==> src/hdl/mvm_pkg.sv <==
// ----------------------------------------------------------------------------
// mvm_pkg
// Shared widths, codes and the queue entry type of the matrix-vector core.
// ----------------------------------------------------------------------------
package mvm_pkg;

  // Field widths fixed by the block's interface.
  localparam int CFG_W  = 11;
  localparam int VAL_W  = 16;
  localparam int PROD_W = 2 * VAL_W;
  localparam int ACC_W  = 48;
  localparam int ROW_W  = 10;

  // Defaults for the top-level parameters.
  localparam int DEF_MAX_SIZE    = 1024;
  localparam int DEF_QUEUE_DEPTH = 4;

  // Reset value of the matrix size register.
  localparam logic [CFG_W-1:0] SIZE_RESET = 11'd1024;

  // Request type codes.
  localparam logic REQ_VECTOR = 1'b0;
  localparam logic REQ_MATRIX = 1'b1;

  // One classified item as it travels from the front end to the back end.
  typedef struct packed {
    logic                    is_matrix;
    logic signed [VAL_W-1:0] value;
    logic                    end_row;
    logic                    last_row;
    logic [ROW_W-1:0]        row_index;
  } mvm_op_t;

  localparam int OP_W = $bits(mvm_op_t);

  // Queue status seen by both ends.
  typedef struct packed {
    logic full;
    logic empty;
  } mvm_q_status_t;

endpackage

==> src/hdl/mvm_queue.sv <==
// ----------------------------------------------------------------------------
// mvm_queue
// Small register FIFO that decouples the front end from the back end.
// ----------------------------------------------------------------------------
module mvm_queue #(
  parameter  int WIDTH = 8,
  parameter  int DEPTH = mvm_pkg::DEF_QUEUE_DEPTH,
  localparam int PTR_W = (DEPTH > 1) ? $clog2(DEPTH) : 1,
  localparam int CNT_W = $clog2(DEPTH + 1)
) (
  input  logic                   clk_i,
  input  logic                   rst_ni,
  input  logic                   push_i,
  input  logic [WIDTH-1:0]       push_data_i,
  input  logic                   pop_i,
  output logic [WIDTH-1:0]       pop_data_o,
  output mvm_pkg::mvm_q_status_t status_o
);

  logic [WIDTH-1:0] entry_q [DEPTH];
  logic [PTR_W-1:0] wr_ptr_q, wr_ptr_d, rd_ptr_q, rd_ptr_d;
  logic [CNT_W-1:0] count_q, count_d;

  assign status_o.full  = (count_q == CNT_W'(DEPTH));
  assign status_o.empty = (count_q == '0);
  assign pop_data_o     = entry_q[rd_ptr_q];

  always_comb begin
    wr_ptr_d = wr_ptr_q;
    rd_ptr_d = rd_ptr_q;
    count_d  = count_q;
    if (push_i) begin
      wr_ptr_d = (wr_ptr_q == PTR_W'(DEPTH - 1)) ? '0 : wr_ptr_q + PTR_W'(1);
    end
    if (pop_i) begin
      rd_ptr_d = (rd_ptr_q == PTR_W'(DEPTH - 1)) ? '0 : rd_ptr_q + PTR_W'(1);
    end
    if (push_i && !pop_i) begin
      count_d = count_q + CNT_W'(1);
    end else if (pop_i && !push_i) begin
      count_d = count_q - CNT_W'(1);
    end
  end

  always_ff @(posedge clk_i or negedge rst_ni) begin
    if (!rst_ni) begin
      wr_ptr_q <= '0;
      rd_ptr_q <= '0;
      count_q  <= '0;
    end else begin
      wr_ptr_q <= wr_ptr_d;
      rd_ptr_q <= rd_ptr_d;
      count_q  <= count_d;
    end
  end

  always_ff @(posedge clk_i) begin
    if (push_i) begin
      entry_q[wr_ptr_q] <= push_data_i;
    end
  end

`ifndef SYNTH
  a_no_push_when_full: assert property (@(posedge clk_i) disable iff (!rst_ni)
    push_i |-> !status_o.full)
    else $error("push into a full queue");
  a_no_pop_when_empty: assert property (@(posedge clk_i) disable iff (!rst_ni)
    pop_i |-> !status_o.empty)
    else $error("pop from an empty queue");
`endif

endmodule

==> config.mk <==
export PLATFORM = sky130hd
export DESIGN_NAME = mvm_queue
export DESIGN_NICKNAME = d
export VERILOG_FILES = /design/src/hdl/mvm_pkg.sv /design/src/hdl/mvm_queue.sv
export SDC_FILE = /design/constraint.sdc
export NUM_CORES = 1
export LEC_CHECK = 0
export ABC_AREA = 0
export BUFFER_PORTS_ARGS = -buffer_cell sky130_fd_sc_hd__buf_2
export CELL_PAD_IN_SITES_DETAIL_PLACEMENT = 0
export CELL_PAD_IN_SITES_GLOBAL_PLACEMENT = 1
export CORE_UTILIZATION = 40
export CTS_CLUSTER_SIZE = 12
export DETAILED_ROUTE_END_ITERATION = 10
export PLACE_DENSITY_LB_ADDON = 0.1
export SLEW_MARGIN = 10
export SYNTH_ARGS = -nofsm -noshare
export SYNTH_HDL_FRONTEND = slang
export SYNTH_SLANG_ARGS = --single-unit
export TNS_END_PERCENT = 10
==> constraint.sdc <==
create_clock -name clk_i -period 1.2 [get_ports clk_i]
set_input_delay 0.06 -clock clk_i [delete_from_list [all_inputs] [get_ports clk_i]]
set_output_delay 0.06 -clock clk_i [all_outputs]
set_load 0.01 [all_outputs]
==> summary by stage, run 1 <==
Run status
The run finished, with violations left. The final reports fail on negative setup slack.

Power and ir drop
Net switching is 28.5% of the power. The share of total power dissipated in combinational logic is 39.1%. Power spread over the standard cell area amounts to 2160 nW/um^2.

The share of total power in sequential cells is 42.6%. In this run, the clock network consumes 18.4% of the power. The internal power summed over all cells is 3.23 mW. The reported leakage power is 0.809 nW. Overall power consumption after layout is estimated at 4.52 mW. VDD sags by at most 1.24 mV. The net switching power figure is 1.29 mW.

Final layout
The finished cells cover 2090 um^2. Summing all flip-flop and latch instances after layout gives 1140 um^2. The area taken by multi-input logic gates is 428 um^2. The net count of the finished layout is 146. The area growth from synthesis to layout is 33.1%. Fill cells in the final layout number 315.

0 antenna diodes ended up in the layout. The post-route non-filler standard cell count is 176. The layout cell share with drive strength beyond 1 is 47.7%.

Drt
In the routed design, unresolved DRC markers number 0. The number of DRC markers in iteration 0 is 22. The first detailed-routing pass took 4 iterations. In this run the remaining antenna-violating nets after routing total 0. After detailed routing, the average wire length per cell comes to 14.5 um.

The post-detailed-route via-to-cell ratio is 4.62. The highest signal layer in the routed design is met4. After detailed routing, the total wire length is 2.55 mm. The routed length on met1 is 1.21 mm. After detailed routing, the met3 layer carries 109 um of wire. The detailed router placed 813 vias in this run. The routed length on met2 is 1.18 mm.

Yosys
The count of state elements after synthesis is 39. The area share of the largest cell type after synthesis is 61.2%. The count of synthesis-stage warnings from yosys is 0.

The post-synthesis net count is 98. The number of instances in the synthesized netlist is 79. The primary flip-flop cell chosen by synthesis mapping is edfxtp_1.

Ranked by instance count, the synthesized netlist is headed by edfxtp_1 (32), mux4_2 (8), dfrtp_1 (7). In this run, synthesis inferred 32 flip-flops with an integrated enable. The largest area contributor in the netlist is edfxtp_1. The share of flip-flops with an asynchronous set or reset after synthesis is 17.9%. The number of distinct standard cells referenced by the synthesized netlist is 18. By area the synthesized netlist is led by edfxtp_1 (61%), mux4_2 (11%), dfrtp_1 (11%).

After synthesis, flip-flops and latches occupy 72.4% of the total area. edfxtp_1 is the most common cell in the netlist. The mapped netlist covers 1570 um^2.

Each instance of the synthesized netlist takes up on average 19.9 um^2.

Timing
Once routing completed, OpenROAD measured the worst setup slack at -0.342 ns. Static timing analysis puts the maximum clock frequency at 0.648 GHz. The period utilization is 129%. The time the worst path needs with I/O delays and setup is 1.54 ns. At the pin with the least slew margin, the transition time is 0.177 ns. Headroom to the max-slew limit came out at 88.2%. On the final layout, the worst clock skew is 0.00424 ns. Setup violations remaining at the end of the flow were counted as 19. Setup repair after global routing could not meet its margin everywhere.

The max-slew violation count is 0. The count of endpoints failing hold in the final timing report came to 0.

Clocking
The level count of the clock H-tree is 2. The TritonCTS clock tree is built. Clock tree synthesis found a total of 39 sinks. Clock tree synthesis inserted a total of 5 buffers. For the worst-skew pair, the clock arrives at the later sink with an insertion delay of 0.29 ns. The post-CTS setup repair buffer count is 0. The root buffer cell chosen for the clock tree is clkbuf_8. The clock-pin slew of the registers on the worst-case setup and hold paths is 0.07 ns. The clock passes through at most 2 buffers.

Global route
The first global-routing pass estimated 4.23 mm of wire. Entering global routing, the biggest net connects 12 pins. The number of global-route vias before repair is 872.

The total overflow left after global routing is 0. Across every metal layer, demand over resource in global routing totals 14.7%. The initial antenna violation count came to 0.

Die
The floorplan step defined a die boundary enclosing 4180 um^2. The die is 64.7 um tall. The x dimension of the die is 64.7 um. The initial core utilization is 42.3%. The core region is 3720 um^2. The cell row count is 22. The I/O pin count is 22.

Run
Across the run, the number of max-cap violations was 0.

Critical path
The largest fanout of any net on the critical path is 11. The endpoint arrival time on the critical path is 1.48 ns. The worst setup path is captured at a primary output. The critical path class is flop to primary output.

Data on the critical path is required at its endpoint by 1.14 ns. The nature of the critical path startpoint is a flop. Counting cells, the worst reg-to-reg path comes to 4.

Placed design
In this run, placement finished with an instance count of 159. The placer's final routability congestion estimate is 0.678. The placement-stage cell area is 1870 um^2. After legalization and detailed placement, the total HPWL measured 1.82 mm. In this run the tool buffered the top-level ports with 21 buffer cells.

Hold path
The classification of the worst-slack hold path is input pin to asynchronous set/reset pin.
## worst max-delay path, cell delays in order, from the launching register on
cell and delay (ns):
dfrtp_1 0.38, buf_12 0.15, mux4_2 0.52, buf_6 0.14
## flip-flops by register name, summed over array words and instances (netlist names)
name / count
wr_ptr_q: 2
count_q: 3
rd_ptr_q: 2
entry_q: 32
## power groups by stage
stage	Clock [mW]	Sequential, mW	Combinational (mW)
finish	0.829	1.92	1.77
global route	0.919	1.95	1.94
CTS	0.864	1.92	1.73
detailed placement	0	1.94	1.60
global placement	0	1.93	1.58
floorplan	0	1.92	0.930
## repair_timing
item,in CTS,in global routing
gates resized for setup,10,5
pin swaps,1,0
endpoints found under the setup margin,45,45
hold buffers,9,0
hold endpoints to repair,39,0
## cell usage in the layout, fill, tap and decap left out, drive strengths merged
cell,count
and2,4
buf,34
clkbuf,7
clkinv,1
dfrtp,7
dlygate4sd3,9
edfxtp,32
fa,1
ha,6
inv,5
mux2,3
mux4,8
nand2,1
nand3,1
nor2,2
nor3,1
nor3b,1
o21ai,2
xnor2,1
xor2,2
## final timing paths
| kind | end | start | slack (ns) |
|---|---|---|---|
| max | pop_data_o[3] | rd_ptr_q[0] | -0.34 |
| min | rd_ptr_q[0] | rst_ni | 0.13 |
| max reg2reg | count_q[2] | count_q[1] | -0.05 |
| min reg2reg | count_q[2] | count_q[2] | 0.51 |
| max in group asynchronous | wr_ptr_q[0] | rst_ni | 0.90 |
| min in group clk_i | wr_ptr_q[1] | push_i | 0.13 |
## per-stage QoR
stage	util (%)	setup WS, ns	setup TNS [ns]	hold slack (ns)
floorplan	-	-0.0166	-0.113	-0.236
global placement	50.3	-0.113	-0.750	-0.0964
detailed placement	50.3	-0.144	-1.43	-0.0917
CTS	55.8	-0.371	-2.99	0.113
global route	56.2	-0.396	-4.08	0.151
finish	56.2	-0.342	-2.75	0.126
## metal layers
| layer | up-vias | track usage (%) |
|---|---|---|
| met3 | 5 | 5.99 |
| met1 | 396 | 18.3 |
| li1 | 396 | - |
| met2 | 16 | 22.1 |
| met5 | - | 0 |
| met4 | 0 | 7.50 |
## layout make-up
type,instances,area share [%]
clock buffer,7,3.65
clock inverter,1,0.240
inverter,5,0.898
multi-input combinational,33,20.5
sequential,39,54.4
tap,48,2.87
timing repair buffer,43,17.5
## cell families (layout without fill, tap and decap cells)
logic type	count (synthesis)	in the layout	share of synthesized area, %
buffers and inverters	7	56	2.23
and+or+nand+nor	10	10	3.43
DFF	39	39	72.4
AOI/OAI and AO/OA	2	2	0.637
adders and majority gates	7	7	6.06
muxes	11	11	13.6
xor gates and xnor gates	3	3	1.67
(Power assumes the default switching activity.)
==> run 2, diff against run 1 <==
--- a/config.mk
+++ b/config.mk
@@ -6,12 +6,12 @@
 export NUM_CORES = 1
 export LEC_CHECK = 0
 export ABC_AREA = 0
-export BUFFER_PORTS_ARGS = -buffer_cell sky130_fd_sc_hd__buf_2
 export CELL_PAD_IN_SITES_DETAIL_PLACEMENT = 0
 export CELL_PAD_IN_SITES_GLOBAL_PLACEMENT = 1
 export CORE_UTILIZATION = 40
 export CTS_CLUSTER_SIZE = 12
 export DETAILED_ROUTE_END_ITERATION = 10
+export DONT_BUFFER_PORTS = 1
 export PLACE_DENSITY_LB_ADDON = 0.1
 export SLEW_MARGIN = 10
 export SYNTH_ARGS = -nofsm -noshare
==> run 2 against run 1 <==
The run still ends with negative setup slack left; non-clock buffer count shrank 17; core utilization shrank 1.6 points; sequential share of layout area is 1.7 points higher; sequential power hardly changed; routed wire length rose by 0.43%; global-route usage rose by 0.12 points; final cell count shrank 9.7%; register-to-register slack hardly changed.
==> summary by stage, run 2 (same netlist as run 1, synthesis figures left out) <==
Timing
The count of endpoints failing hold in the final timing report came to 0. The max-slew violation count is 0. The time the worst path needs with I/O delays and setup is 1.43 ns. The final sum of negative setup slack is -1.93 ns. Clock skew on the completed layout was measured at 0.00222 ns.

In the finished design, the share of the clock period the worst path needs comes to 119%. The final worst slack is -0.231 ns. The actual transition at the worst max-transition pin is 0.363 ns. The worst hold slack after final layout is 0.0752 ns. Setup repair after global routing could not meet its margin everywhere. In this run the tightest slew margin relative to its limit is 75.7%. The peak clock frequency supported by timing is 0.699 GHz. Setup violations remaining at the end of the flow were counted as 27.

Global route
The first global-routing pass estimated 4.33 mm of wire. The all-layer global routing usage is 14.9%. The number of global-route vias before repair is 872.

The pin count of the biggest net entering global routing is 13. The initial antenna violation count is 0. After global routing the overflow that remains totals 0.

Clocking
The TritonCTS clock tree is built. The clock drives 39 sinks. The clock-pin slew of the registers on the worst-case setup and hold paths is 0.07 ns. The cell chosen for the clock root is clkbuf_8.

In this run, CTS created clock tree buffers numbering 5. No sink is reached through more buffers than the 2 on the longest clock path. Clock latency on the worst-skew pair, taken at its later pin, is 0.28 ns.

The level count of the clock H-tree is 2.

Final layout
The largest registers in the layout are entry_q x32, count_q x3. The footprint of the flip-flops and latches is 1140 um^2. The area taken by multi-input logic gates is 440 um^2. The number of fill cells is 297. The antenna diode count is 0. More flip-flops sit in one register than any other, and that register is entry_q. The flip-flop count of the largest register after layout is 32. Relative to the synthesized area, the layout overhead comes to 29.2%.

The layout cell share with drive strength beyond 1 is 39.6%. The top cell types in the final layout, fill and taps aside, are edfxtp_1 (32), dlygate4sd3_1 (11), buf_4 (11). The library cell used most frequently in the layout, excluding fill and tap cells, is edfxtp_1. The number of nets in the finished design is 129. The post-route non-filler standard cell count is 159. The summed area of non-filler cells in the final layout is 2030 um^2.

Run status
The flow ran to the end, but the final reports show violations. The checks that failed: negative setup slack.

Critical path
The most critical setup path has its endpoint at pop_data_o[6]. The worst setup path is launched from a flop. The category of the worst setup path capture point is a primary output. Tracing the worst setup path back leads to its startpoint at rd_ptr_q[0]. The capturing point of the worst reg2reg path is count_q[2].

The largest fanout of any net on the critical path is 6. Data on the critical path is required at its endpoint by 1.14 ns. The worst-case reg-to-reg path depth is 4. The worst-case register-to-register setup slack is -0.05 ns. The endpoint arrival time on the critical path is 1.37 ns. By startpoint and endpoint, the worst setup path is classified as flop to primary output. The startpoint of the lowest-slack register-to-register path is count_q[0].

Die
From left edge to right edge, the die measures 64.7 um. The height of the die is 64.7 um. The area of the die is 4180 um^2.

For this design the top-level I/O count stands at 22. The region available for standard cell placement spans 3720 um^2. The cell row count is 22.

The initial core utilization is 42.3%.

Power and ir drop
The reported leakage power is 0.745 nW. The worst-case IR drop observed on VDD is 1.10 mV. Dividing total power by cell area gives a power density of 2250 nW/um^2.

Placed design
The count of buffers added on input and output ports is 0. The number of placed instances with taps included is 139. The congestion estimate from routability-driven global placement came to 0.647.

The placement-stage cell area is 1760 um^2. The wire-length estimate of the detail-placed layout is 1.71 mm.

Hold path
Counting instances, the worst hold path has a depth of 2. The tightest min-delay check is of the input pin to flop type. The hold path startpoint is push_i.

Drt
The remaining number of nets flagged by the antenna check after routing is 0. For this block, the routed nets add up to 2.56 mm of wire. The DRC violation count after routing is 0. The first TritonRoute pass finished after 4 iterations. The average wire length per cell after detail routing is 16.1 um.

Across all layers, the routed design uses 792 vias. The detailed router finished its first iteration with 15 violations. After detailed routing, the number of vias per cell comes to 4.98.

Run
The tool flagged a number of max-cap violations equal to 0.
run 2: repair_timing:
action,4_1_cts,5_1_grt
resized for setup,12,2
buffers inserted,1,0
pin swaps,1,2
setup endpoints to repair,44,45
hold buffers,11,0
endpoints found under the hold margin,43,0
run 2: critical path: stages, from the launching register on:
cell and delay, ns:
dfrtp_2 0.40, buf_12 0.14, mux4_2 0.55
run 2: how the worst min path moves through the flow:
stage | slack, ns | end
2_1_floorplan | -0.24 | count_q[0]
3_3_place_gp | -0.24 | count_q[2]
3_5_place_dp | -0.24 | count_q[2]
4_1_cts | 0.06 | count_q[0]
5_1_grt | 0.07 | count_q[0]
6_report | 0.08 | count_q[0]
run 2: final cells by class:
type                    instances  share of cell area [%]
clock buffers                   5                    3.39
clock inverters                 3                    1.91
inverters                       5                   0.925
multi-input cells              33                    21.7
flip-flops and latches         39                    56.1
well taps                      48                    2.96
repair buffers                 26                    13.0
run 2: metrics by stage:
stage / setup slack, ns / util (%) / power [mW]
finish: -0.231 / 54.6 / 4.57
detailed placement: -0.118 / 47.3 / 3.41
CTS: -0.252 / 54.4 / 4.61
global placement: -0.0640 / 47.3 / 3.36
floorplan: -0.0166 / - / 2.85
global route: -0.285 / 54.6 / 4.83
run 2: power by group:
group | total [mW] | internal [mW] | switching (mW)
logic | 1.61 | 0.886 | 0.722
clock network | 1.03 | 0.608 | 0.420
registers | 1.93 | 1.78 | 0.146
run 2: metal layers:
metal | vias up | track usage [%] | wire (um)
li1 | 362 | - | -
met1 | 409 | 16.9 | 1110
met2 | 17 | 25.0 | 1310
met3 | 4 | 5.28 | 100
met4 | 0 | 6.67 | 31
met5 | - | 0 | 0
==> run 3, diff against run 2 <==
--- a/config.mk
+++ b/config.mk
@@ -8,6 +8,7 @@
 export ABC_AREA = 0
 export CELL_PAD_IN_SITES_DETAIL_PLACEMENT = 0
 export CELL_PAD_IN_SITES_GLOBAL_PLACEMENT = 1
+export CORE_MARGIN = 2
 export CORE_UTILIZATION = 40
 export CTS_CLUSTER_SIZE = 12
 export DETAILED_ROUTE_END_ITERATION = 10
==> run 3 against run 2 <==
The flow still finishes with violations (negative setup slack); critical path depth is the same; final cell count shrank 1.3%; sequential share of layout area grew 0.96 points; worst setup slack lost 0.021 ns; count of clock-buffer cells in the layout is the same; combinational power shrank 8%; flip-flop and latch count is the same; critical endpoint is now pop_data_o[2]; highest routed layer unchanged.
==> summary by stage, run 3 (same netlist as run 1, synthesis figures left out) <==
Die
The initial core utilization is 42.3%. The floorplan step defined a die boundary enclosing 4440 um^2. The total area inside the core boundary comes to 3720 um^2. The height of the die is 66.7 um. After floorplanning, the core was divided into 22 placement rows. The I/O pin count is 22.

In this run the horizontal extent of the chip is 66.7 um.

Drt
The count of nets left with antenna violations once routing finished came out at 0. The detailed-route wire length is 2.36 mm. Dividing the detail-routed wire length by the instance count gives 15.1 um. The DRC violation count after routing is 0. The first routing iteration left 37 violations. The via count is 754.

The first detailed-routing pass ran for 4 iterations. The post-detailed-route via-to-cell ratio is 4.80.

Timing
The total of endpoints with negative setup slack in the final report is 10. Setup repair after global routing could not meet its margin everywhere. At the pin with the least slew margin, the transition time is 0.324 ns. The period utilization is 121%. In this run the tightest slew margin relative to its limit is 78.3%. The max-slew violation count is 0.

Derived from the worst setup path, the maximum achievable clock frequency is 0.689 GHz. The final worst slack is -0.251 ns. The count of endpoints failing hold in the final timing report came to 0. For the final database, setup skew stands at 0.00637 ns. The time the worst path needs with I/O delays and setup is 1.45 ns.

Hold path
Along the worst hold path, the cell count comes to 2. The tightest min-delay check is of the input pin to flop type. The worst hold path terminates at count_q[0]. In this run the most critical hold path is launched from push_i.

Placed design
The number of placed instances with taps included is 137. The minimum setup slack after placement is -0.0566 ns. Port buffering added 0 buffers.

Routability-driven placement finished with a final weighted congestion of 0.688. The final HPWL from detailed placement is 1.60 mm. The placement-stage cell area is 1740 um^2.

Run status
The final reports fail on negative setup slack. The flow ran to the end, but the final reports show violations.

Run
The max-cap check violation count is 0.

Power and ir drop
VDD sags by at most 0.888 mV. The reported leakage power is 0.731 nW. The completed layout was analyzed and its total power is 4.43 mW. Dividing total power by cell area gives a power density of 2220 nW/um^2.

Final layout
The largest registers in the layout are entry_q x32, count_q x3. In the layout the commonest cells are edfxtp_1 (32), dlygate4sd3_1 (11), buf_4 (9). The post-route non-filler standard cell count is 157. For this run, the post-layout net count is 127. Relative to the synthesized area, the layout overhead comes to 26.9%.

The post-route netlist has 36.7% of its cells at a drive strength greater than 1. The register with the most flip-flops in the layout has 32 of them. The register bank with the most flops is entry_q.

With fillers left out, the area of the finished cells amounts to 1990 um^2. The leading cell type in the layout, fill and taps excluded is edfxtp_1. For this run, the share of the core covered by cells in the final layout is 53.6%. 0 antenna diodes ended up in the layout.

Critical path
The data required time of the worst path is 1.14 ns. STA classifies the critical path endpoint as a primary output. STA classifies the critical path startpoint as a flop. The worst register-to-register path begins at count_q[0]. The worst setup path is of the flop to primary output kind. The worst register-to-register path has a setup slack of -0.04 ns. The endpoint arrival time on the critical path is 1.39 ns. The endpoint identified for the worst register-to-register timing path is count_q[2]. Counting cells, the worst reg-to-reg path comes to 4. Of all nets on the critical path, the largest fanout is 6.

Global route
The leftover overflow at the end of global routing is 0. The number of global-route vias before repair is 803. The pin count of the biggest net entering global routing is 13. The first global-routing pass estimated 3.74 mm of wire. The initial antenna violation count is 0. The all-layer global routing usage is 12.2%.

Clocking
The tree built by TritonCTS fans out to 39 sinks. The TritonCTS clock tree is built. The later pin in the worst-skew pair is clocked with a latency of 0.28 ns.

In this run, CTS created clock tree buffers numbering 5. The cell chosen for the clock root is clkbuf_8. The level count of the clock H-tree is 2. Clock-pin slew was measured on the worst setup and hold paths at 0.07 ns. The deepest clock path buffer count is 2.
==> run 3: cell count changes in the layout (fill, tap and decap cells not counted) <==
cell	before	now
buf_4	11	9
and2_2	0	1
and2_4	4	3
dfrtp_1	6	7
dfrtp_2	1	0
ha_1	5	6
ha_4	1	0
nor3b_2	0	1
nor3b_4	1	0
==> run 3: how the worst max path moves through the flow <==
stage | cells past startpoint | from | slack (ns) | endpoint
5_1_grt | 2 | rd_ptr_q[0] | -0.30 | pop_data_o[0]
3_5_place_dp | 2 | wr_ptr_q[0] | -0.06 | entry_q[3][3]
4_1_cts | 2 | rd_ptr_q[0] | -0.27 | pop_data_o[2]
3_3_place_gp | 4 | wr_ptr_q[1] | -0.05 | entry_q[1][3]
2_1_floorplan | 4 | count_q[1] | -0.02 | count_q[2]
6_report | 2 | rd_ptr_q[0] | -0.25 | pop_data_o[2]
==> run 3: power by group <==
group          internal [mW]  switching [mW]  total (mW)
registers               1.78           0.129        1.91
logic                  0.806           0.670        1.48
clock network          0.608           0.433        1.04
==> run 3: critical path: stages, from the launching register on <==
cell and delay (ns):
dfrtp_1 0.40, buf_6 0.16, mux4_2 0.55
==> run 3: repair_timing <==
item,in CTS,in global routing
pin swaps,2,0
setup endpoints to repair,44,33
hold buffers,11,0
buffers inserted,1,0
resized for setup,9,0
hold endpoints to repair,43,0
==> run 3: cell type report <==
| cell class | count | area (um^2) |
|---|---|---|
| Clock buffer | 5 | 68.8 |
| Clock inverter | 3 | 38.8 |
| Fill cell | 313 | 1720 |
| Inverter | 5 | 18.8 |
| Multi-Input combinational cell | 33 | 420 |
| Sequential cell | 39 | 1140 |
| Tap cell | 48 | 60.1 |
| Timing Repair Buffer | 24 | 249 |
==> run 3: through the flow <==
stage,hold WS [ns],setup TNS [ns]
2_1_floorplan,-0.236,-0.113
3_3_place_gp,-0.235,-0.980
3_5_place_dp,-0.235,-1.16
4_1_cts,0.0645,-2.15
5_1_grt,0.100,-3.00
6_report,0.0747,-1.97
==> run 3: routing by layer <==
| layer | routed length (um) | track usage (%) | part of all wire, % |
|---|---|---|---|
| met1 | 1010 | 14.3 | 43 |
| met2 | 1220 | 20.5 | 51 |
| met3 | 98 | 4.39 | 4.1 |
| met4 | 34 | 4.59 | 1.4 |
| met5 | 0 | 0 | 0 |
