===== src/hdl/mvm_pkg.sv =====
// ----------------------------------------------------------------------------
// mvm_pkg
// Shared widths, codes and the queue entry type of the matrix-vector core.
// ----------------------------------------------------------------------------
package mvm_pkg;

  // Field widths fixed by the block's interface.
  localparam int CFG_W  = 11;
  localparam int VAL_W  = 16;
  localparam int PROD_W = 2 * VAL_W;
  localparam int ACC_W  = 48;
  localparam int ROW_W  = 10;

  // Defaults for the top-level parameters.
  localparam int DEF_MAX_SIZE    = 1024;
  localparam int DEF_QUEUE_DEPTH = 4;

  // Reset value of the matrix size register.
  localparam logic [CFG_W-1:0] SIZE_RESET = 11'd1024;

  // Request type codes.
  localparam logic REQ_VECTOR = 1'b0;
  localparam logic REQ_MATRIX = 1'b1;

  // One classified item as it travels from the front end to the back end.
  typedef struct packed {
    logic                    is_matrix;
    logic signed [VAL_W-1:0] value;
    logic                    end_row;
    logic                    last_row;
    logic [ROW_W-1:0]        row_index;
  } mvm_op_t;

  localparam int OP_W = $bits(mvm_op_t);

  // Queue status seen by both ends.
  typedef struct packed {
    logic full;
    logic empty;
  } mvm_q_status_t;

endpackage


===== src/hdl/mvm_in_if.sv =====
// ----------------------------------------------------------------------------
// mvm_in_if
// Input item channel: request type and element value with valid and ready.
// ----------------------------------------------------------------------------
interface mvm_in_if;
  logic                            valid;
  logic                            ready;
  logic                            req_type;
  logic signed [mvm_pkg::VAL_W-1:0] element_value;

  modport source (output valid, output req_type, output element_value, input ready);
  modport sink   (input valid, input req_type, input element_value, output ready);
endinterface


===== src/hdl/mvm_front.sv =====
// ----------------------------------------------------------------------------
// mvm_front
// Accepts items, tracks load position and row/column counters, classifies
// each item and pushes it into the queue with its vector store address.
// ----------------------------------------------------------------------------
module mvm_front #(
  parameter  int MAX_SIZE = mvm_pkg::DEF_MAX_SIZE,
  localparam int IDX_W    = $clog2(MAX_SIZE),
  localparam int CNT_W    = IDX_W + 1,
  localparam int Q_W      = IDX_W + mvm_pkg::OP_W
) (
  input  logic                  clk_i,
  input  logic                  rst_ni,
  mvm_in_if.sink                req_i,
  input  logic [CNT_W-1:0]      size_i,
  input  mvm_pkg::mvm_q_status_t q_status_i,
  output logic                  push_o,
  output logic [Q_W-1:0]        push_data_o
);

  logic [IDX_W-1:0] load_q, load_d;
  logic [IDX_W-1:0] col_q, col_d;
  logic [IDX_W-1:0] row_q, row_d;
  logic [CNT_W-1:0] load_next, col_next, row_next;
  logic             accept, is_matrix, end_row, last_row;
  logic [IDX_W-1:0] addr;
  mvm_pkg::mvm_op_t op;

  assign req_i.ready = !q_status_i.full;
  assign accept      = req_i.valid && req_i.ready;
  assign is_matrix   = (req_i.req_type == mvm_pkg::REQ_MATRIX);

  assign load_next = CNT_W'(load_q) + CNT_W'(1);
  assign col_next  = CNT_W'(col_q) + CNT_W'(1);
  assign row_next  = CNT_W'(row_q) + CNT_W'(1);
  assign end_row   = (col_next >= size_i);
  assign last_row  = (row_next >= size_i);

  always_comb begin
    load_d = load_q;
    col_d  = col_q;
    row_d  = row_q;
    if (accept) begin
      if (!is_matrix) begin
        load_d = (load_next >= size_i) ? '0 : load_next[IDX_W-1:0];
      end else if (end_row) begin
        col_d = '0;
        row_d = last_row ? '0 : row_next[IDX_W-1:0];
      end else begin
        col_d = col_next[IDX_W-1:0];
      end
    end
  end

  always_ff @(posedge clk_i or negedge rst_ni) begin
    if (!rst_ni) begin
      load_q <= '0;
      col_q  <= '0;
      row_q  <= '0;
    end else begin
      load_q <= load_d;
      col_q  <= col_d;
      row_q  <= row_d;
    end
  end

  always_comb begin
    op.is_matrix = is_matrix;
    op.value     = req_i.element_value;
    op.end_row   = is_matrix && end_row;
    op.last_row  = last_row;
    op.row_index = mvm_pkg::ROW_W'(row_q);
  end

  assign addr        = is_matrix ? col_q : load_q;
  assign push_o      = accept;
  assign push_data_o = {addr, op};

`ifndef SYNTH
  a_row_end_clears_col: assert property (@(posedge clk_i) disable iff (!rst_ni)
    accept && is_matrix && end_row |=> col_q == '0)
    else $error("column counter not cleared at end of row");
`endif

endmodule


===== src/flat_wrapper.sv =====
// flat-port wrapper written by rule: the top's interface ports become plain ports
module mvm_front_flat 
#(
  parameter  int MAX_SIZE = mvm_pkg::DEF_MAX_SIZE,
  localparam int IDX_W    = $clog2(MAX_SIZE),
  localparam int CNT_W    = IDX_W + 1,
  localparam int Q_W      = IDX_W + mvm_pkg::OP_W
)
  (clk_i, rst_ni, size_i, q_status_i, push_o, push_data_o, req_i_valid, req_i_req_type, req_i_element_value, req_i_ready);
  mvm_in_if req_i_i ();
  input  logic clk_i;
  input  logic rst_ni;
  input  logic [CNT_W-1:0] size_i;
  input  mvm_pkg::mvm_q_status_t q_status_i;
  output logic push_o;
  output logic [Q_W-1:0] push_data_o;
  input wire logic [$bits(req_i_i.valid)-1:0] req_i_valid;
  input wire logic [$bits(req_i_i.req_type)-1:0] req_i_req_type;
  input wire logic [$bits(req_i_i.element_value)-1:0] req_i_element_value;
  output wire logic [$bits(req_i_i.ready)-1:0] req_i_ready;
  assign req_i_i.valid = req_i_valid;
  assign req_i_i.req_type = req_i_req_type;
  assign req_i_i.element_value = req_i_element_value;
  assign req_i_ready = req_i_i.ready;
  mvm_front #(.MAX_SIZE(MAX_SIZE)) u_core (.clk_i(clk_i), .rst_ni(rst_ni), .req_i(req_i_i), .size_i(size_i), .q_status_i(q_status_i), .push_o(push_o), .push_data_o(push_data_o));
endmodule

===== config.mk =====
export PLATFORM = sky130hd
export DESIGN_NAME = mvm_front_flat
export DESIGN_NICKNAME = d
export VERILOG_FILES = /design/src/hdl/mvm_pkg.sv /design/src/hdl/mvm_in_if.sv /design/src/hdl/mvm_front.sv /design/src/flat_wrapper.sv
export SDC_FILE = /design/constraint.sdc
export NUM_CORES = 1
export LEC_CHECK = 0
export ABC_AREA = 1
export CORE_MARGIN = 2
export CORE_UTILIZATION = 37
export CTS_BUF_LIST = sky130_fd_sc_hd__clkbuf_16
export DETAILED_ROUTE_END_ITERATION = 6
export DONT_BUFFER_PORTS = 1
export SYNTH_ARGS = -nofsm -noshare
export SYNTH_HDL_FRONTEND = slang
export SYNTH_SLANG_ARGS = --single-unit
export TNS_END_PERCENT = 10

===== constraint.sdc =====
create_clock -name clk_i -period 4 [get_ports clk_i]
set_input_delay 0.4 -clock clk_i [delete_from_list [all_inputs] [get_ports clk_i]]
set_output_delay 0.4 -clock clk_i [all_outputs]
set_load 0.005 [all_outputs]

==> results of run 1 <==
[cells by family (layout without fill, tap and decap cells)]
family	after synthesis	after routing	share of synthesized area
xor+xnor	18	18	0.0535
simple gates	244	244	0.347
flops	30	30	0.255
compound gates	26	26	0.0476
fa+ha+maj	36	36	0.153
buf+inv	93	79	0.144
[final cells by class]
class                           count  area (um2)  share of cell area
Clock buffer                        5         125              0.0407
Clock inverter                      2        7.51             0.00244
Inverter                           70         263              0.0855
Multi-Input combinational cell    324        1770               0.576
Sequential cell                    30         751               0.244
Tap cell                          102         128              0.0415
Timing Repair Buffer                2        30.0             0.00977
[worst register-to-register path: cells and delay by family (launching register included)]
kind	cells	cell delay [ps]
flops	1	510
simple gates	12	1420
compound gates	1	160
fa+ha+maj	2	500
buf+inv	1	80
[metal layers]
metal / track usage / up-vias / part of all wire
li1: - / 1326 / -
met1: 0.233 / 1165 / 0.48
met2: 0.285 / 62 / 0.45
met3: 0.0395 / 11 / 0.051
met4: 0.0699 / 0 / 0.019
met5: 0 / - / 0
[power by group through the flow]
| stage | clock network [uW] | registers, uW | logic [uW] |
|---|---|---|---|
| 2_1_floorplan | 0 | 377 | 237 |
| 3_3_place_gp | 0 | 394 | 272 |
| 3_5_place_dp | 0 | 395 | 279 |
| 4_1_cts | 357 | 390 | 292 |
| 5_1_grt | 370 | 396 | 340 |
| 6_report | 348 | 391 | 291 |
[path summary, 6_finish.rpt]
path / from / endpoint / slack, ps
worst max-delay path: u_core.col_q[0] / push_data_o[11] / 810
worst min-delay path: req_i_req_type / u_core.col_q[0] / 420
worst max register to register: u_core.col_q[0] / u_core.row_q[2] / 1220
worst min register to register: u_core.load_q[6] / u_core.load_q[6] / 500
max in group asynchronous: rst_ni / u_core.row_q[1] / 3240
min in group asynchronous: rst_ni / u_core.row_q[9] / 580
[Yosys cell counts, drive strengths merged (2+ instances only)]
cell / n
clkbuf: 3
a21oi: 9
ha: 36
inv: 69
dfrtp: 30
buf: 20
nor2: 51
nand3b: 2
nand4: 2
nor3: 3
nand2: 161
xor2: 16
nand3: 23
o21ai: 13
xnor2: 2
[flip-flops by register name (all words and copies together) (netlist names)]
| register | cells |
|---|---|
| u_core.col_q | 10 |
| u_core.load_q | 10 |
| u_core.row_q | 10 |
[stage by stage]
step           cells  hold WS, ps  utilization  cell area (um2)
6_report         535          417        0.398             3070
5_1_grt          535          471        0.398             3070
4_1_cts          535          427        0.398             3070
3_5_place_dp     526          106        0.377             2910
3_3_place_gp     526          106        0.377             2910
2_1_floorplan    447          104            -             2950
==> qor.csv, run 1 <==
metric;value;unit
outcome;complete, no violations;
worst relative slew slack;0.465;
distinct cell type count after synthesis;32;
area fraction of the dominant cell type after synthesis;0.255;
number of hold-slack violations in the final timing report;0;
Synth Flop Type;sky130_fd_sc_hd__dfrtp_1;
switching power of the nets;359;uW
max-capacitance violation count;0;
CTS tree;built;
clock insertion delay at the later pin of the skew report;280;ps
Sw Ratio;0.349;
post-detailed-route count of antenna-violating nets;0;
number of buffer cells added on primary ports;0;
WP data arrival;2790;ps
ratio of final minimum period to clock period;0.797;
cell depth of the worst setup path;14;
DRC errors left;0;
Buf/Inv on CP;1;
CP endpoint kind;output pin;
Pwr per Cell Area;335;mW/mm2
total global-route track usage;0.178;
core region area;0.00773;mm2
Starting DRT DRC Count;92;
clock-pin transition on the worst setup and hold timing paths;50;ps
minimum setup slack after placement;1090;ps
Clock Sinks;30;
maximum fanout encountered on the critical timing path;6;
top-level I/O count;74;
Sum Neg Setup Slack;0;ps
Top Family by Delay on Critical Path;simple AND/OR/NAND/NOR gates;
relative contribution of sequential cells to total power;0.380;
Syn Area/Cell;6.59;um2
RD Place Congestion;0.806;
floorplan row count;32;
max-slew violations;0;
maximum vdd drop;0.000145;V
largest clock skew in the final design;3.93;ps
number of cells on the worst hold path;3;
Initial Util;0.381;
fraction of the yosys area taken by sequential cells;0.255;
synthesized flop and latch total;30;
Post-DP HPWL;5.48;mm
cell area after technology mapping;0.00295;mm2
clock share of power;0.338;
area growth from synthesis to layout;4.33;%
average detailed-routed wire length per instance;13.0;um
Worst Reg2Reg Path Length in Cells;16;
final global-route overflow total;0;
Leak Pwr;0.00179;uW
Worst Max-Slew Pin Slew;800;ps
number of hold buffers added after cts;2;
Data required, critical path;3600;ps
Critical-path top delay cell;sky130_fd_sc_hd__dfrtp_1;
Die Wd;93.2;um
dominant cell type by area after synthesis;sky130_fd_sc_hd__dfrtp_1;
detailed-route vias per instance;4.79;
Most common cell on crit path;sky130_fd_sc_hd__nand2_1;
final worst slack;814;ps
fraction of registers with async set/reset;1.00;
maximum clock rate;314;MHz
path class of the lowest-slack min-delay path;in2reg;
number of instances in the synthesized netlist;447;
DRT Wirelength;6.98;mm
cell-internal power;670;uW
clk buf depth;2;
Final Setup Violations;0;
post-CTS setup-driven buffer insertion count;0;
relative contribution of combinational cells to total power;0.282;
vias post-DR;2564;
number of warnings reported in the yosys synthesis log;0;
Layout Nets;502;
vias in the first global route;2523;
number of detailed-routing iterations run before antenna repair;4;
series of cell instances along the critical path;ha_1 > nand3_1 > nor3_2 > nand3_1 > nand2_1 > nand2_1 > inv_1 > ha_1 > nand2_1 > nand2_1 > a21oi_1 > nand3_1 > nor2_1 > nor2_1;
Post-Synthesis Net Count;516;
class of the most critical setup path;reg2out;
antenna violations before repair;0;
global-route wire length before repair;12.0;mm
clock buffers created by TritonCTS;5;
count of filler cells inserted in the layout;824;
Post-synth EDFFs;0;
PostCTS Resize Cnt;0;
delay of the slowest cell on the worst path;510;ps
Final min period;3190;ps
unrepaired setup endpoints after global routing;no;
Tot Pwr;1030;uW
most common cell after layout, fill and taps aside;sky130_fd_sc_hd__nand2_1;
n_diodes;0;
type of origin of the critical path;flip-flop;
buffer type at the clock tree root;sky130_fd_sc_hd__clkbuf_16;
H-Tree Depth;2;
largest cells by area after synthesis;sky130_fd_sc_hd__dfrtp_1, sky130_fd_sc_hd__nand2_1, sky130_fd_sc_hd__ha_1;
most frequent cells in the layout;sky130_fd_sc_hd__nand2_1, sky130_fd_sc_hd__inv_1, sky130_fd_sc_hd__nor2_1;
height of the die;93.2;um
layout cell share with drive strength beyond 1;0.0485;
maximum number of pins on one net before global-route repair;31;
area of the die;0.00869;mm2
Note: power is estimated with default switching activity, not from simulation.
==> run 2: changes to the inputs <==
==> constraint.sdc (replaced) <==
create_clock -name clk_i -period 2.98 [get_ports clk_i]
set_input_delay 0.298 -clock clk_i [delete_from_list [all_inputs] [get_ports clk_i]]
set_output_delay 0.298 -clock clk_i [all_outputs]
set_load 0.005 [all_outputs]
==> run 2 against run 1 <==
Sequential power is 31% higher. Combinational power is 43% higher. Critical path depth is 2 lower. Cell area is 1.9% higher. Die area stayed put. First-iteration DRC count is 9.8% lower. Clock power is 36% higher. Core utilization is 0.76 points higher. Final cell count is 0.93% higher. Total power is 36% higher. Global-route usage is 0.59 points lower. Critical endpoint unchanged. Largest power group unchanged. Highest routed layer unchanged.
==> qor.csv, run 2 (synthesis gave the netlist of run 1 again) <==
metric;value;unit
clock share of power;0.338;
average detailed-routed wire length per instance;13.0;um
max-capacitance violation count;0;
core region area;0.00773;mm2
number of detailed-routing iterations run before antenna repair;4;
RD Place Congestion;0.844;
unrepaired setup endpoints after global routing;no;
H-Tree Depth;2;
Pwr per Cell Area;448;mW/mm2
Data required, critical path;2680;ps
number of buffer cells added on primary ports;0;
total global-route track usage;0.172;
maximum fanout encountered on the critical timing path;3;
Sum Neg Setup Slack;0;ps
max-slew violations;0;
outcome;complete, no violations;
buffer type at the clock tree root;sky130_fd_sc_hd__clkbuf_16;
switching power of the nets;488;uW
area of the die;0.00869;mm2
minimum setup slack after placement;291;ps
relative contribution of combinational cells to total power;0.296;
Worst Reg2Reg Path Length in Cells;12;
delay of the slowest cell on the worst path;350;ps
number of cells on the worst hold path;3;
slack of the worst reg-to-reg path;270;ps
vias in the first global route;2491;
largest clock skew in the final design;6.03;ps
Leak Pwr;0.00182;uW
WP data arrival;2450;ps
path class of the lowest-slack min-delay path;in2reg;
Worst Setup EP;push_data_o[11];
area growth from synthesis to layout;6.33;%
maximum number of pins on one net before global-route repair;31;
Initial Util;0.381;
series of cell instances along the critical path;ha_1 > nand3_2 > nor3_4 > nand2_1 > nor2_1 > ha_1 > nand2_1 > inv_1 > a21oi_1 > nand3_1 > nor2_4 > nor2_1;
n_diodes;0;
final global-route overflow total;0;
Layout Nets;506;
clock-pin transition on the worst setup and hold timing paths;50;ps
DRT Wirelength;7.03;mm
most common cell after layout, fill and taps aside;sky130_fd_sc_hd__nand2_1;
floorplan row count;32;
Starting DRT DRC Count;83;
Reg2Reg Launch Point;u_core.load_q[0];
cell-internal power;914;uW
Sw Ratio;0.348;
worst relative slew slack;0.677;
clock insertion delay at the later pin of the skew report;270;ps
top-level I/O count;74;
Crit Reg-Reg Endpoint;u_core.load_q[0];
Worst Max-Slew Pin Slew;483;ps
DRC errors left;0;
antenna violations before repair;0;
CP endpoint kind;output pin;
global-route wire length before repair;11.8;mm
most frequent cells in the layout;sky130_fd_sc_hd__nand2_1, sky130_fd_sc_hd__inv_1, sky130_fd_sc_hd__nor2_1;
number of hold-slack violations in the final timing report;0;
ratio of final minimum period to clock period;0.923;
Final Setup Violations;0;
CTS tree;built;
layout cell share with drive strength beyond 1;0.0685;
Critical-path top delay cell;sky130_fd_sc_hd__dfrtp_1;
relative contribution of sequential cells to total power;0.365;
Die Wd;93.2;um
maximum vdd drop;0.000235;V
worst hold margin;330;ps
biggest regs;u_core.col_q x10, u_core.load_q x10, u_core.row_q x10;
type of origin of the critical path;flip-flop;
class of the most critical setup path;reg2out;
maximum clock rate;364;MHz
height of the die;93.2;um
Tot Pwr;1400;uW
final worst slack;230;ps
Final min period;2750;ps
clock buffers created by TritonCTS;5;
utilization after layout;0.405;
vias post-DR;2554;
clk buf depth;2;
Post-DP HPWL;5.56;mm
post-detailed-route count of antenna-violating nets;0;
startpoint of the worst setup timing path;u_core.col_q[0];
Clock Sinks;30;
detailed-route vias per instance;4.73;
[run 2: cell count changes in the layout (fill, tap and decap cells not counted), sizes merged]
cell and change:
buf +4, clkinv +3, inv -2
[run 2: layer usage]
layer  GRT usage  up-vias  wire, um
met5           0        -         0
met4      0.0270        0        19
li1            -     1340         -
met2       0.290       58      3300
met3      0.0443        2       432
met1       0.226     1154      3270
[run 2: worst min-delay path by stage]
stage / startpoint / to / slack (ps)
2_1_floorplan: rst_ni / u_core.col_q[0] / 2
3_3_place_gp: rst_ni / u_core.col_q[8] / 4
3_5_place_dp: rst_ni / u_core.col_q[8] / 4
4_1_cts: req_i_req_type / u_core.col_q[0] / 330
5_1_grt: req_i_req_type / u_core.col_q[0] / 350
6_report: req_i_req_type / u_core.col_q[0] / 330
[run 2: what timing repair did]
| item | in CTS | in global routing |
|---|---|---|
| endpoints found under the hold margin | 30 | 0 |
| hold buffers | 2 | 0 |
| gates resized for setup | 0 | 7 |
| setup endpoints to repair | 0 | 2 |
| setup buffers | 0 | 1 |
[run 2: worst max-delay path, delay by kind of cell, from the launching register on]
family / cells / cell delay, ps
compound gates: 1 / 200
flops: 1 / 350
simple gates: 8 / 1080
fa+ha+maj: 2 / 500
buf+inv: 1 / 50
[run 2: power groups by stage]
stage | combinational [uW] | clock [uW] | sequential, uW
after floorplan | 318 | 0 | 506
after global placement | 390 | 0 | 515
after detailed placement | 399 | 0 | 516
after CTS | 416 | 490 | 509
after global routing | 480 | 506 | 520
final | 416 | 474 | 512
[run 2: layout make-up]
type | instances | area [um2]
clock buffer | 5 | 125
clock inverter | 3 | 11.3
fill | 798 | 4590
inverter | 70 | 263
multi-input combinational | 324 | 1790
sequential | 30 | 752
tap | 102 | 128
timing repair buffer | 6 | 60.1
[run 2: stage by stage]
| stage | instances | cell area [um2] |
|---|---|---|
| after floorplan | 447 | 2950 |
| after global placement | 529 | 2930 |
| after detailed placement | 529 | 2930 |
| after CTS | 539 | 3100 |
| after global routing | 540 | 3130 |
| final | 540 | 3130 |
==> run 3: changes to the inputs <==
--- a/config.mk
+++ b/config.mk
@@ -11,6 +11,7 @@
 export CTS_BUF_LIST = sky130_fd_sc_hd__clkbuf_16
 export DETAILED_ROUTE_END_ITERATION = 6
 export DONT_BUFFER_PORTS = 1
+export MAX_ROUTING_LAYER = met4
 export SYNTH_ARGS = -nofsm -noshare
 export SYNTH_HDL_FRONTEND = slang
 export SYNTH_SLANG_ARGS = --single-unit
==> run 3 against run 2 <==
Routed wire length hardly changed. Maximum frequency about the same. Cell area unchanged. Clock-buffer cell count is the same. Combinational power barely moved. Sequential cell count did not move. Largest cell class unchanged. Via count is 0.35% higher. Final cell count is the same. Clock skew fell by 0.55 ps. Worst hold slack got worse by 2.5 ps.
==> qor.csv, run 3 (synthesis gave the netlist of run 1 again) <==
metric;value;unit
class of the most critical setup path;reg2out;
RD Place Congestion;0.857;
most common cell after layout, fill and taps aside;sky130_fd_sc_hd__nand2_1;
clock insertion delay at the later pin of the skew report;280;ps
CP endpoint kind;output pin;
outcome;complete, no violations;
clock-pin transition on the worst setup and hold timing paths;50;ps
largest clock skew in the final design;5.49;ps
WP data arrival;2450;ps
Layout Nets;506;
floorplan row count;32;
vias post-DR;2563;
Starting DRT DRC Count;91;
clk buf depth;2;
ratio of final minimum period to clock period;0.923;
biggest regs;u_core.col_q x10, u_core.load_q x10, u_core.row_q x10;
average detailed-routed wire length per instance;13.0;um
type of origin of the critical path;flip-flop;
height of the die;93.2;um
Sum Neg Setup Slack;0;ps
vias in the first global route;2486;
Worst Setup EP;push_data_o[11];
buffer type at the clock tree root;sky130_fd_sc_hd__clkbuf_16;
maximum number of pins on one net before global-route repair;31;
area of the die;0.00869;mm2
n_diodes;0;
post-detailed-route count of antenna-violating nets;0;
Reg2Reg Launch Point;u_core.load_q[0];
DRT Wirelength;7.03;mm
Post-DP HPWL;5.56;mm
Pwr per Cell Area;449;mW/mm2
Crit Reg-Reg Endpoint;u_core.load_q[0];
max-slew violations;0;
path class of the lowest-slack min-delay path;in2reg;
total global-route track usage;0.177;
Final min period;2750;ps
global-route wire length before repair;11.7;mm
worst hold margin;327;ps
number of detailed-routing iterations run before antenna repair;4;
maximum fanout encountered on the critical timing path;3;
core region area;0.00773;mm2
clock buffers created by TritonCTS;5;
Die Wd;93.2;um
detailed-route vias per instance;4.75;
Leak Pwr;0.00182;uW
worst relative slew slack;0.677;
layout cell share with drive strength beyond 1;0.0685;
number of buffer cells added on primary ports;0;
Worst Reg2Reg Path Length in Cells;12;
slack of the worst reg-to-reg path;280;ps
most frequent cells in the layout;sky130_fd_sc_hd__nand2_1, sky130_fd_sc_hd__inv_1, sky130_fd_sc_hd__nor2_1;
DRC errors left;0;
antenna violations before repair;0;
Worst Max-Slew Pin Slew;484;ps
max-capacitance violation count;0;
H-Tree Depth;2;
number of hold-slack violations in the final timing report;0;
top-level I/O count;74;
unrepaired setup endpoints after global routing;no;
Initial Util;0.381;
CTS tree;built;
Data required, critical path;2680;ps
final global-route overflow total;0;
maximum clock rate;364;MHz
startpoint of the worst setup timing path;u_core.col_q[0];
maximum vdd drop;0.000239;V
Clock Sinks;30;
Final Setup Violations;0;
area growth from synthesis to layout;6.33;%
-- run 3: cell counts in the layout (fill, tap and decap cells not counted) --
No cell type changed its count.
-- run 3: layout make-up --
cell class,count,area (um2)
fillers,798,4590
multi-input cells,324,1790
flip-flops and latches,30,752
inverters,70,263
well taps,102,128
clock buffers,5,125
repair buffers,6,60.1
clock inverters,3,11.3
-- run 3: worst min-delay path by stage --
stage	startpoint	to	slack, ps	cells after the start
2_1_floorplan	rst_ni	u_core.col_q[0]	2	0
3_5_place_dp	rst_ni	u_core.col_q[8]	4	0
6_report	req_i_req_type	u_core.col_q[0]	330	3
5_1_grt	req_i_req_type	u_core.col_q[0]	350	4
4_1_cts	req_i_req_type	u_core.col_q[0]	330	3
3_3_place_gp	rst_ni	u_core.col_q[8]	4	0
-- run 3: report_power, final --
group	total [uW]	switching, uW	internal, uW
combinational	416	257	160
clock	478	178	300
sequential	513	58.8	454
total	1410	493	914
-- run 3: metal layers --
layer,GRT usage,wire length [um],up-vias
li1,-,-,1340
met1,0.226,3320,1159
met2,0.291,3250,58
met3,0.0419,425,6
met4,0.0270,38,0
met5,-,0,-
-- run 3: critical path: stages, from the launching register on --
cell	delay, ps
sky130_fd_sc_hd__dfrtp_1	350
sky130_fd_sc_hd__ha_1	230
sky130_fd_sc_hd__nand3_2	140
sky130_fd_sc_hd__nor3_4	180
sky130_fd_sc_hd__nand2_1	100
sky130_fd_sc_hd__nor2_1	150
sky130_fd_sc_hd__ha_1	270
sky130_fd_sc_hd__nand2_1	120
sky130_fd_sc_hd__inv_1	50
sky130_fd_sc_hd__a21oi_1	200
sky130_fd_sc_hd__nand3_1	150
sky130_fd_sc_hd__nor2_4	170
sky130_fd_sc_hd__nor2_1	70
-- run 3: stage by stage --
step / util / instance area, um2 / total power, uW / instances / setup WS (ps)
final: 0.405 / 3130 / 1410 / 540 / 230
after global routing: 0.405 / 3130 / 1510 / 540 / 2.53
after CTS: 0.401 / 3100 / 1410 / 539 / 1.77
after detailed placement: 0.380 / 2930 / 914 / 529 / 291
after global placement: 0.380 / 2930 / 905 / 529 / 362
after floorplan: - / 2950 / 824 / 447 / 582
-- run 3: repair_timing --
item                                    CTS  global route
hold buffers                              2             0
setup buffers                             0             1
endpoints found under the hold margin    30             0
resized for setup                         0             7
endpoints found under the setup margin    0             2
